`src/rtl/bglu_pkg.sv`:
```
`default_nettype none

package bglu_pkg;

  localparam int unsigned OPERAND_WIDTH = 32;
  localparam int unsigned SHIFT_W = $clog2(OPERAND_WIDTH);
  localparam int unsigned CNT_W = $clog2(OPERAND_WIDTH);
  localparam int unsigned STEP_W = 4;

  typedef logic [OPERAND_WIDTH-1:0] operand_t;
  typedef logic [STEP_W-1:0] step_t;

  typedef struct packed {
    operand_t first_operand;
    operand_t second_operand;
  } in_beat_t;

  typedef struct packed {
    operand_t divisor_result;
    operand_t multiple_result;
    logic     multiple_overflow;
  } out_beat_t;

  typedef enum logic [3:0] {
    OP_NOP,
    OP_LOAD,
    OP_SHR_COMMON,
    OP_SHR_A,
    OP_SHR_B,
    OP_SWAP_SUB,
    OP_G_FROM_A,
    OP_G_FROM_B,
    OP_DIV_INIT,
    OP_DIV_STEP,
    OP_MUL_INIT,
    OP_MUL_STEP,
    OP_WRITE_OUT
  } op_e;

  typedef enum logic [3:0] {
    C_NEVER,
    C_ALWAYS,
    C_NO_BEAT_IN,
    C_A_ZERO,
    C_B_ZERO,
    C_BOTH_EVEN,
    C_A_EVEN,
    C_B_EVEN,
    C_B_NONZERO,
    C_CNT_MORE,
    C_OUT_BUSY
  } cond_e;

  localparam step_t STEP_IDLE     = 4'd0;
  localparam step_t STEP_CHK_A    = 4'd1;
  localparam step_t STEP_CHK_B    = 4'd2;
  localparam step_t STEP_COMMON   = 4'd3;
  localparam step_t STEP_STRIP_A  = 4'd4;
  localparam step_t STEP_STRIP_B  = 4'd5;
  localparam step_t STEP_SUB      = 4'd6;
  localparam step_t STEP_TEST_B   = 4'd7;
  localparam step_t STEP_G_FROM_A = 4'd8;
  localparam step_t STEP_G_FROM_B = 4'd9;
  localparam step_t STEP_DIV_INIT = 4'd10;
  localparam step_t STEP_DIV      = 4'd11;
  localparam step_t STEP_MUL_INIT = 4'd12;
  localparam step_t STEP_MUL      = 4'd13;
  localparam step_t STEP_FINISH   = 4'd14;
  localparam step_t STEP_RESTART  = 4'd15;

  typedef struct packed {
    op_e   op;
    cond_e cond;
    step_t target;
  } ctrl_t;

  typedef struct packed {
    logic in_valid;
    logic out_busy;
    logic a_zero;
    logic b_zero;
    logic a_even;
    logic b_even;
    logic cnt_last;
  } status_t;

  function automatic ctrl_t ucode_rom(input step_t step);
    ctrl_t word;
    unique case (step)
      STEP_IDLE:     word = '{op: OP_LOAD,       cond: C_NO_BEAT_IN, target: STEP_IDLE};
      STEP_CHK_A:    word = '{op: OP_NOP,        cond: C_A_ZERO,     target: STEP_G_FROM_B};
      STEP_CHK_B:    word = '{op: OP_NOP,        cond: C_B_ZERO,     target: STEP_G_FROM_A};
      STEP_COMMON:   word = '{op: OP_SHR_COMMON, cond: C_BOTH_EVEN,  target: STEP_COMMON};
      STEP_STRIP_A:  word = '{op: OP_SHR_A,      cond: C_A_EVEN,     target: STEP_STRIP_A};
      STEP_STRIP_B:  word = '{op: OP_SHR_B,      cond: C_B_EVEN,     target: STEP_STRIP_B};
      STEP_SUB:      word = '{op: OP_SWAP_SUB,   cond: C_NEVER,      target: STEP_IDLE};
      STEP_TEST_B:   word = '{op: OP_NOP,        cond: C_B_NONZERO,  target: STEP_STRIP_B};
      STEP_G_FROM_A: word = '{op: OP_G_FROM_A,   cond: C_ALWAYS,     target: STEP_DIV_INIT};
      STEP_G_FROM_B: word = '{op: OP_G_FROM_B,   cond: C_NEVER,      target: STEP_IDLE};
      STEP_DIV_INIT: word = '{op: OP_DIV_INIT,   cond: C_NEVER,      target: STEP_IDLE};
      STEP_DIV:      word = '{op: OP_DIV_STEP,   cond: C_CNT_MORE,   target: STEP_DIV};
      STEP_MUL_INIT: word = '{op: OP_MUL_INIT,   cond: C_NEVER,      target: STEP_IDLE};
      STEP_MUL:      word = '{op: OP_MUL_STEP,   cond: C_CNT_MORE,   target: STEP_MUL};
      STEP_FINISH:   word = '{op: OP_WRITE_OUT,  cond: C_OUT_BUSY,   target: STEP_FINISH};
      STEP_RESTART:  word = '{op: OP_NOP,        cond: C_ALWAYS,     target: STEP_IDLE};
      default:       word = '{op: OP_NOP,        cond: C_ALWAYS,     target: STEP_IDLE};
    endcase
    return word;
  endfunction

endpackage

`default_nettype wire

```
`src/rtl/bglu_sequencer.sv`:
```
`default_nettype none

module bglu_sequencer
  import bglu_pkg::*;
(
  input  wire logic    clk_i,
  input  wire logic    rst_ni,
  input  wire status_t status_i,
  output      ctrl_t   ctrl_o,
  output      logic    in_ready_o
);

  step_t step_q;
  step_t step_d;
  ctrl_t word;
  logic  take;

  always_comb begin
    word = ucode_rom(step_q);
    unique case (word.cond)
      C_NEVER:      take = 1'b0;
      C_ALWAYS:     take = 1'b1;
      C_NO_BEAT_IN: take = !status_i.in_valid;
      C_A_ZERO:     take = status_i.a_zero;
      C_B_ZERO:     take = status_i.b_zero;
      C_BOTH_EVEN:  take = status_i.a_even && status_i.b_even;
      C_A_EVEN:     take = status_i.a_even;
      C_B_EVEN:     take = status_i.b_even;
      C_B_NONZERO:  take = !status_i.b_zero;
      C_CNT_MORE:   take = !status_i.cnt_last;
      C_OUT_BUSY:   take = status_i.out_busy;
      default:      take = 1'b1;
    endcase
    step_d = take ? word.target : step_q + step_t'(1);
  end

  always_ff @(posedge clk_i or negedge rst_ni) begin
    if (!rst_ni) begin
      step_q <= STEP_IDLE;
    end else begin
      step_q <= step_d;
    end
  end

  assign ctrl_o     = word;
  assign in_ready_o = (step_q == STEP_IDLE);

endmodule

`default_nettype wire

```
`src/rtl/bglu_datapath.sv`:
```
`default_nettype none

module bglu_datapath
  import bglu_pkg::*;
(
  input  wire logic      clk_i,
  input  wire logic      rst_ni,
  input  wire ctrl_t     ctrl_i,
  input  wire logic      in_valid_i,
  input  wire in_beat_t  in_beat_i,
  input  wire logic      out_ready_i,
  output      status_t   status_o,
  output      logic      out_valid_o,
  output      out_beat_t out_beat_o
);

  localparam int unsigned W = OPERAND_WIDTH;

  operand_t             a_q, a_d, b_q, b_d;
  logic [SHIFT_W-1:0]   k_q, k_d;
  operand_t             g_q, g_d;
  operand_t             big_q, big_d, small_q, small_d;
  operand_t             rem_q, rem_d, quo_q, quo_d;
  operand_t             hi_q, hi_d, lo_q, lo_d;
  logic [CNT_W-1:0]     cnt_q, cnt_d;
  logic                 out_valid_q, out_valid_d;
  out_beat_t            out_q, out_d;

  logic                 out_busy;
  logic                 a_even, b_even;
  logic [W:0]           rem_sh;
  logic [W+1:0]         diff;
  logic [W:0]           sum;

  assign out_busy = out_valid_q && !out_ready_i;
  assign a_even   = !a_q[0];
  assign b_even   = !b_q[0];
  assign rem_sh   = {rem_q, quo_q[W-1]};
  assign diff     = {1'b0, rem_sh} - {2'b00, g_q};
  assign sum      = {1'b0, hi_q} + (lo_q[0] ? {1'b0, small_q} : {(W+1){1'b0}});

  always_comb begin
    a_d         = a_q;
    b_d         = b_q;
    k_d         = k_q;
    g_d         = g_q;
    big_d       = big_q;
    small_d     = small_q;
    rem_d       = rem_q;
    quo_d       = quo_q;
    hi_d        = hi_q;
    lo_d        = lo_q;
    cnt_d       = cnt_q;
    out_d       = out_q;
    out_valid_d = out_valid_q && !out_ready_i;
    unique case (ctrl_i.op)
      OP_NOP: begin
      end
      OP_LOAD: begin
        if (in_valid_i) begin
          a_d = in_beat_i.first_operand;
          b_d = in_beat_i.second_operand;
          k_d = '0;
          if (in_beat_i.first_operand > in_beat_i.second_operand) begin
            big_d   = in_beat_i.first_operand;
            small_d = in_beat_i.second_operand;
          end else begin
            big_d   = in_beat_i.second_operand;
            small_d = in_beat_i.first_operand;
          end
        end
      end
      OP_SHR_COMMON: begin
        if (a_even && b_even) begin
          a_d = a_q >> 1;
          b_d = b_q >> 1;
          k_d = k_q + SHIFT_W'(1);
        end
      end
      OP_SHR_A: begin
        if (a_even) begin
          a_d = a_q >> 1;
        end
      end
      OP_SHR_B: begin
        if (b_even) begin
          b_d = b_q >> 1;
        end
      end
      OP_SWAP_SUB: begin
        if (a_q > b_q) begin
          a_d = b_q;
          b_d = a_q - b_q;
        end else begin
          b_d = b_q - a_q;
        end
      end
      OP_G_FROM_A: g_d = a_q << k_q;
      OP_G_FROM_B: g_d = b_q;
      OP_DIV_INIT: begin
        rem_d = '0;
        quo_d = big_q;
        cnt_d = '0;
      end
      OP_DIV_STEP: begin
        if (!diff[W+1]) begin
          rem_d = diff[W-1:0];
          quo_d = {quo_q[W-2:0], 1'b1};
        end else begin
          rem_d = rem_sh[W-1:0];
          quo_d = {quo_q[W-2:0], 1'b0};
        end
        cnt_d = cnt_q + CNT_W'(1);
      end
      OP_MUL_INIT: begin
        hi_d  = '0;
        lo_d  = quo_q;
        cnt_d = '0;
      end
      OP_MUL_STEP: begin
        hi_d  = sum[W:1];
        lo_d  = {sum[0], lo_q[W-1:1]};
        cnt_d = cnt_q + CNT_W'(1);
      end
      OP_WRITE_OUT: begin
        if (!out_busy) begin
          out_d.divisor_result    = g_q;
          out_d.multiple_result   = lo_q;
          out_d.multiple_overflow = (hi_q != '0);
          out_valid_d             = 1'b1;
        end
      end
      default: begin
      end
    endcase
  end

  always_ff @(posedge clk_i or negedge rst_ni) begin
    if (!rst_ni) begin
      out_valid_q <= 1'b0;
      k_q         <= '0;
      cnt_q       <= '0;
    end else begin
      out_valid_q <= out_valid_d;
      k_q         <= k_d;
      cnt_q       <= cnt_d;
    end
  end

  always_ff @(posedge clk_i) begin
    a_q     <= a_d;
    b_q     <= b_d;
    g_q     <= g_d;
    big_q   <= big_d;
    small_q <= small_d;
    rem_q   <= rem_d;
    quo_q   <= quo_d;
    hi_q    <= hi_d;
    lo_q    <= lo_d;
    out_q   <= out_d;
  end

  always_comb begin
    status_o.in_valid = in_valid_i;
    status_o.out_busy = out_busy;
    status_o.a_zero   = (a_q == '0);
    status_o.b_zero   = (b_q == '0);
    status_o.a_even   = a_even;
    status_o.b_even   = b_even;
    status_o.cnt_last = (cnt_q == CNT_W'(W - 1));
  end

  assign out_valid_o = out_valid_q;
  assign out_beat_o  = out_q;

endmodule

`default_nettype wire

```
`src/rtl/binary_gcd_lcm_unit.sv`:
```
// Greatest common divisor and least common multiple of two unsigned operands.
// An input beat carries both operands on in_beat_i and is taken when in_valid_i
// and in_ready_o are both high; an output beat carries the divisor, the low
// bits of the multiple and an overflow flag, and leaves when out_valid_o and
// out_ready_i are both high. One result beat follows every input beat.
// A microcode table of sixteen steps drives a single datapath: the binary
// divisor loop, then a restoring divider giving the larger operand over the
// divisor one bit a cycle, then a shift-and-add multiplier one bit a cycle.
// The time an item takes depends on the data: the binary shift and subtract
// loop runs for as long as the operands need and is skipped when an operand
// is zero; the divide and the multiply then follow. One item is worked on
// at a time and in_ready_o is high only while the sequencer waits at its
// first step.
// The finished result sits in an output register, so the next input beat is
// taken while it waits. If the receiver stalls while a second result is
// ready, the sequencer holds at its finish step until the register frees.
// Reset returns the sequencer to its first step and empties the output.
`default_nettype none

module binary_gcd_lcm_unit
  import bglu_pkg::*;
(
  input  wire logic      clk_i,
  input  wire logic      rst_ni,
  input  wire logic      in_valid_i,
  output      logic      in_ready_o,
  input  wire in_beat_t  in_beat_i,
  output      logic      out_valid_o,
  input  wire logic      out_ready_i,
  output      out_beat_t out_beat_o
);

  ctrl_t   ctrl;
  status_t status;

  bglu_sequencer u_sequencer (
    .clk_i      (clk_i),
    .rst_ni     (rst_ni),
    .status_i   (status),
    .ctrl_o     (ctrl),
    .in_ready_o (in_ready_o)
  );

  bglu_datapath u_datapath (
    .clk_i       (clk_i),
    .rst_ni      (rst_ni),
    .ctrl_i      (ctrl),
    .in_valid_i  (in_valid_i),
    .in_beat_i   (in_beat_i),
    .out_ready_i (out_ready_i),
    .status_o    (status),
    .out_valid_o (out_valid_o),
    .out_beat_o  (out_beat_o)
  );

endmodule

`default_nettype wire
```
`config.mk`:
```
export PLATFORM = sky130hd
export DESIGN_NAME = binary_gcd_lcm_unit
export DESIGN_NICKNAME = d
export VERILOG_FILES = /design/src/rtl/bglu_pkg.sv /design/src/rtl/bglu_sequencer.sv /design/src/rtl/bglu_datapath.sv /design/src/rtl/binary_gcd_lcm_unit.sv
export SDC_FILE = /design/constraint.sdc
export NUM_CORES = 1
export LEC_CHECK = 0
export ABC_AREA = 1
export BUFFER_PORTS_ARGS = -buffer_cell sky130_fd_sc_hd__buf_2
export CAP_MARGIN = 20
export CORE_UTILIZATION = 39
export DETAILED_ROUTE_END_ITERATION = 6
export REMOVE_ABC_BUFFERS = 1
export SLEW_MARGIN = 20
export SYNTH_ARGS = -nofsm -noshare
export SYNTH_HDL_FRONTEND = slang
export SYNTH_SLANG_ARGS = --single-unit
```
`constraint.sdc`:
```
create_clock -name clk_i -period 15.1 [get_ports clk_i]
set_clock_uncertainty 0.1 [all_clocks]
set_input_delay 1.51 -clock clk_i [delete_from_list [all_inputs] [get_ports clk_i]]
set_output_delay 1.51 -clock clk_i [all_outputs]
set_load 0.02 [all_outputs]
```
==> impl_metrics.json <==
{
  "yosys-top-cells-area": "edfxtp_1 40%, nand2_1 14%, ha_1 7.9%",
  "path_clk_slew_ps": 60,
  "grt_overflow": 0,
  "final_hold_viol_count": 0,
  "finalPower_mw": 7.80,
  "clock_latency_ps": 610,
  "port_buffers": 134,
  "dp.final_hpwl_mm": 73.3,
  "maxSlewViolCount": 0,
  "fin_ws_ps": 10910,
  "period_minus_slack_ps": 4190,
  "fin_cells": 4530,
  "routabilityCongestion": 1.01,
  "ctsLongestPathBuffers": 3,
  "cts_tree": "done",
  "synth_commonest_cells": "1028 x nand2_1, 502 x inv_1, 353 x edfxtp_1, 271 x a21oi_1, 247 x nand3_1",
  "synth_flop_cell": "edfxtp_1",
  "path_max_fanout": 31,
  "critPathLaunchType": "flop",
  "seq_area_um2": 11000,
  "dp_cells": 4443,
  "syn_inst": 3529,
  "syn_area_um2": 26800,
  "multiInputGateArea_um2": 13400,
  "grt_pass1_wl_mm": 141,
  "post-place-ws_ps": 10710,
  "yosysMostFrequentCell": "nand2_1",
  "cts_hold_buf": 0,
  "track_usage": 0.267,
  "p_per_area_nw_per_um2": 262,
  "reg2reg_slack_ps": 10910,
  "grt_max_degree": 66,
  "min_from": "u_datapath.lo_q[24]$_DFFE_PP_",
  "firstDrtPassIters": 6,
  "fin_util": 0.441,
  "synth_warnings": 0,
  "cts_max_level": 2,
  "path_class": "flop to flop",
  "drcViolationCount": 0,
  "num_rows": 95,
  "maxCapViolCount": 0,
  "antenna_found_initial": 13,
  "wl_per_cell_um": 20.9,
  "die_h_um": 264,
  "synth.avg_cell_area_um2": 7.59,
  "power.leakage_nw": 13.7,
  "rsz0062_at_grt": "false",
  "vdd_drop_max_v": 0.000203,
  "slew_headroom": 0.304,
  "start_util": 0.397,
  "pin_count": 135,
  "syn2layout_area_growth_pct": 11.2,
  "cts_buffers": 45,
  "reg2reg_depth": 17,
  "min_to": "u_datapath.out_beat_o[25]$_DFFE_PP_",
  "async_flop_share": 0.0408,
  "hold_depth": 0,
  "setup_viol": 0,
  "core_area_um2": 67500,
  "post_cts_buffers": 0,
  "yosysSeqAreaShare": 0.410,
  "r2r-end": "u_datapath.a_q[7]$_DFFE_PP_",
  "yosysUniqueCellTypes": 55,
  "root_buffer": "clkbuf_16",
  "finalSetupTns_ps": 0,
  "cp_data_required_time_ps": 15210,
  "r2r-start": "u_datapath.a_q[0]$_DFFE_PP_",
  "final.period_utilization": 0.277,
  "first_global_vias": 22700,
  "fp.dieW_um": 264,
  "fin_nets": 3859,
  "cp-end-kind": "flop",
  "first_iter_violations": 2504,
  "cts_resized": 0,
  "status": "complete, no violations",
  "yosysTopAreaCell": "edfxtp_1",
  "drive_above_1_share": 0.0786,
  "yosys_register_bits": 368,
  "dieArea_um2": 69700,
  "synth_top_area_frac": 0.396,
  "cts.sinks": 368,
  "critPathArrivalTime_ps": 4300,
  "ant_nets": 0,
  "fill_cells": 6859,
  "tightest_slew_ps": 1040,
  "vias": 24700,
  "vias_per_cell": 5.45,
  "fmax_ghz": 0.239,
  "routed_wl_mm": 94.6,
  "synth_edf_count": 353,
  "min_path_type": "flop to flop"
}
[per-layer routing]
metal / vias up / share of wire / routed length [um] / track usage
met4: 20 / 0.034 / 3210 / 0.0905
li1: 12000 / - / - / -
met5: - / 0.0012 / 115 / 0
met3: 164 / 0.081 / 7700 / 0.0470
met1: 11500 / 0.45 / 42700 / 0.376
met2: 1015 / 0.43 / 40900 / 0.411
[registers in the layout, summed over array words and instances (netlist names)]
signal / count
u_datapath.out_beat_o: 65
u_datapath.a_q: 32
u_datapath.b_q: 32
u_datapath.big_q: 32
u_datapath.g_q: 32
u_datapath.hi_q: 32
u_datapath.lo_q: 32
u_datapath.quo_q: 32
u_datapath.rem_q: 32
u_datapath.small_q: 32
u_datapath.cnt_q: 5
u_datapath.k_q: 5
u_sequencer.step_q: 4
u_datapath.out_valid_o: 1
[area by class of cell]
class | count | share of cell area
well taps | 873 | 0.0367
repair buffers | 155 | 0.0278
clock buffers | 51 | 0.0393
inverters | 518 | 0.0653
diodes | 4 | 0.000336
multi-input cells | 2529 | 0.450
clock inverters | 32 | 0.0121
flip-flops and latches | 368 | 0.369
[worst max path at each step]
stage | from | to | slack, ps | depth (start not counted)
4_1_cts | u_datapath.a_q[0]$_DFFE_PP_ | u_datapath.a_q[7]$_DFFE_PP_ | 10980 | 17
3_5_place_dp | in_beat_i[15] | u_datapath.small_q[28]$_DFFE_PP_ | 10710 | 12
6_report | u_datapath.a_q[0]$_DFFE_PP_ | u_datapath.a_q[7]$_DFFE_PP_ | 10910 | 17
5_1_grt | u_datapath.a_q[0]$_DFFE_PP_ | u_datapath.a_q[7]$_DFFE_PP_ | 10670 | 17
3_3_place_gp | in_beat_i[15] | u_datapath.big_q[5]$_DFFE_PP_ | 10870 | 12
2_1_floorplan | in_beat_i[5] | u_datapath.big_q[0]$_DFFE_PP_ | 9390 | 11
[where the power goes]
group          total [mW]  switching (mW)  internal, mW
clock                1.13           0.475         0.652
combinational        4.72            3.37          1.35
sequential           1.95           0.276          1.68
total                7.80            4.12          3.68
[cell families after synthesis]
family | synth area share
AO/OA/AOI/OAI | 0.139
XOR/XNOR | 0.0193
adder cells (fa/ha/maj) | 0.0824
buffers and inverters | 0.0921
flip-flops | 0.410
multiplexers | 0.00673
AND/OR/NAND/NOR | 0.250
[placed cells by master, fill, tap and decap left out, drive strengths merged, types with 4 or more instances in the layout]
master       n
nand2     1034
inv        522
edfxtp     353
a21oi      273
o21ai      258
nand3      248
nor2       236
ha         170
buf        155
clkbuf      51
nand4       43
o221ai      41
xor2        37
o211ai      27
nor3        25
xnor2       22
mux2i       18
nor4        17
clkinv      17
o21a        15
dfrtp       15
o22ai       13
or2          8
a21o         7
o21bai       7
clkinvlp     6
bufinv       5
diode        4
a22oi        4
a22o         4
fa           4
[critical path, stage by stage (launching register included)]
cell and delay (ps):
edfxtp_1 470, inv_1 230, ha_1 300, inv_1 190, fa_1 320, nand3_1 100
nand3_1 210, nand2_1 80, nand2_1 140, nand2_1 70, nand2_1 90, nand2_1 50
nand2_1 70, nand2_1 80, inv_2 430, nor2_1 200, nor4_4 170, buf_4 460
[metrics by stage]
stage               area, um2  hold slack [ps]
floorplan               26300              326
CTS                     29800              352
global placement        28200              334
finish                  29800              354
global route            29800              358
detailed placement      28200              335
Power figures use the tool's default switching activity.
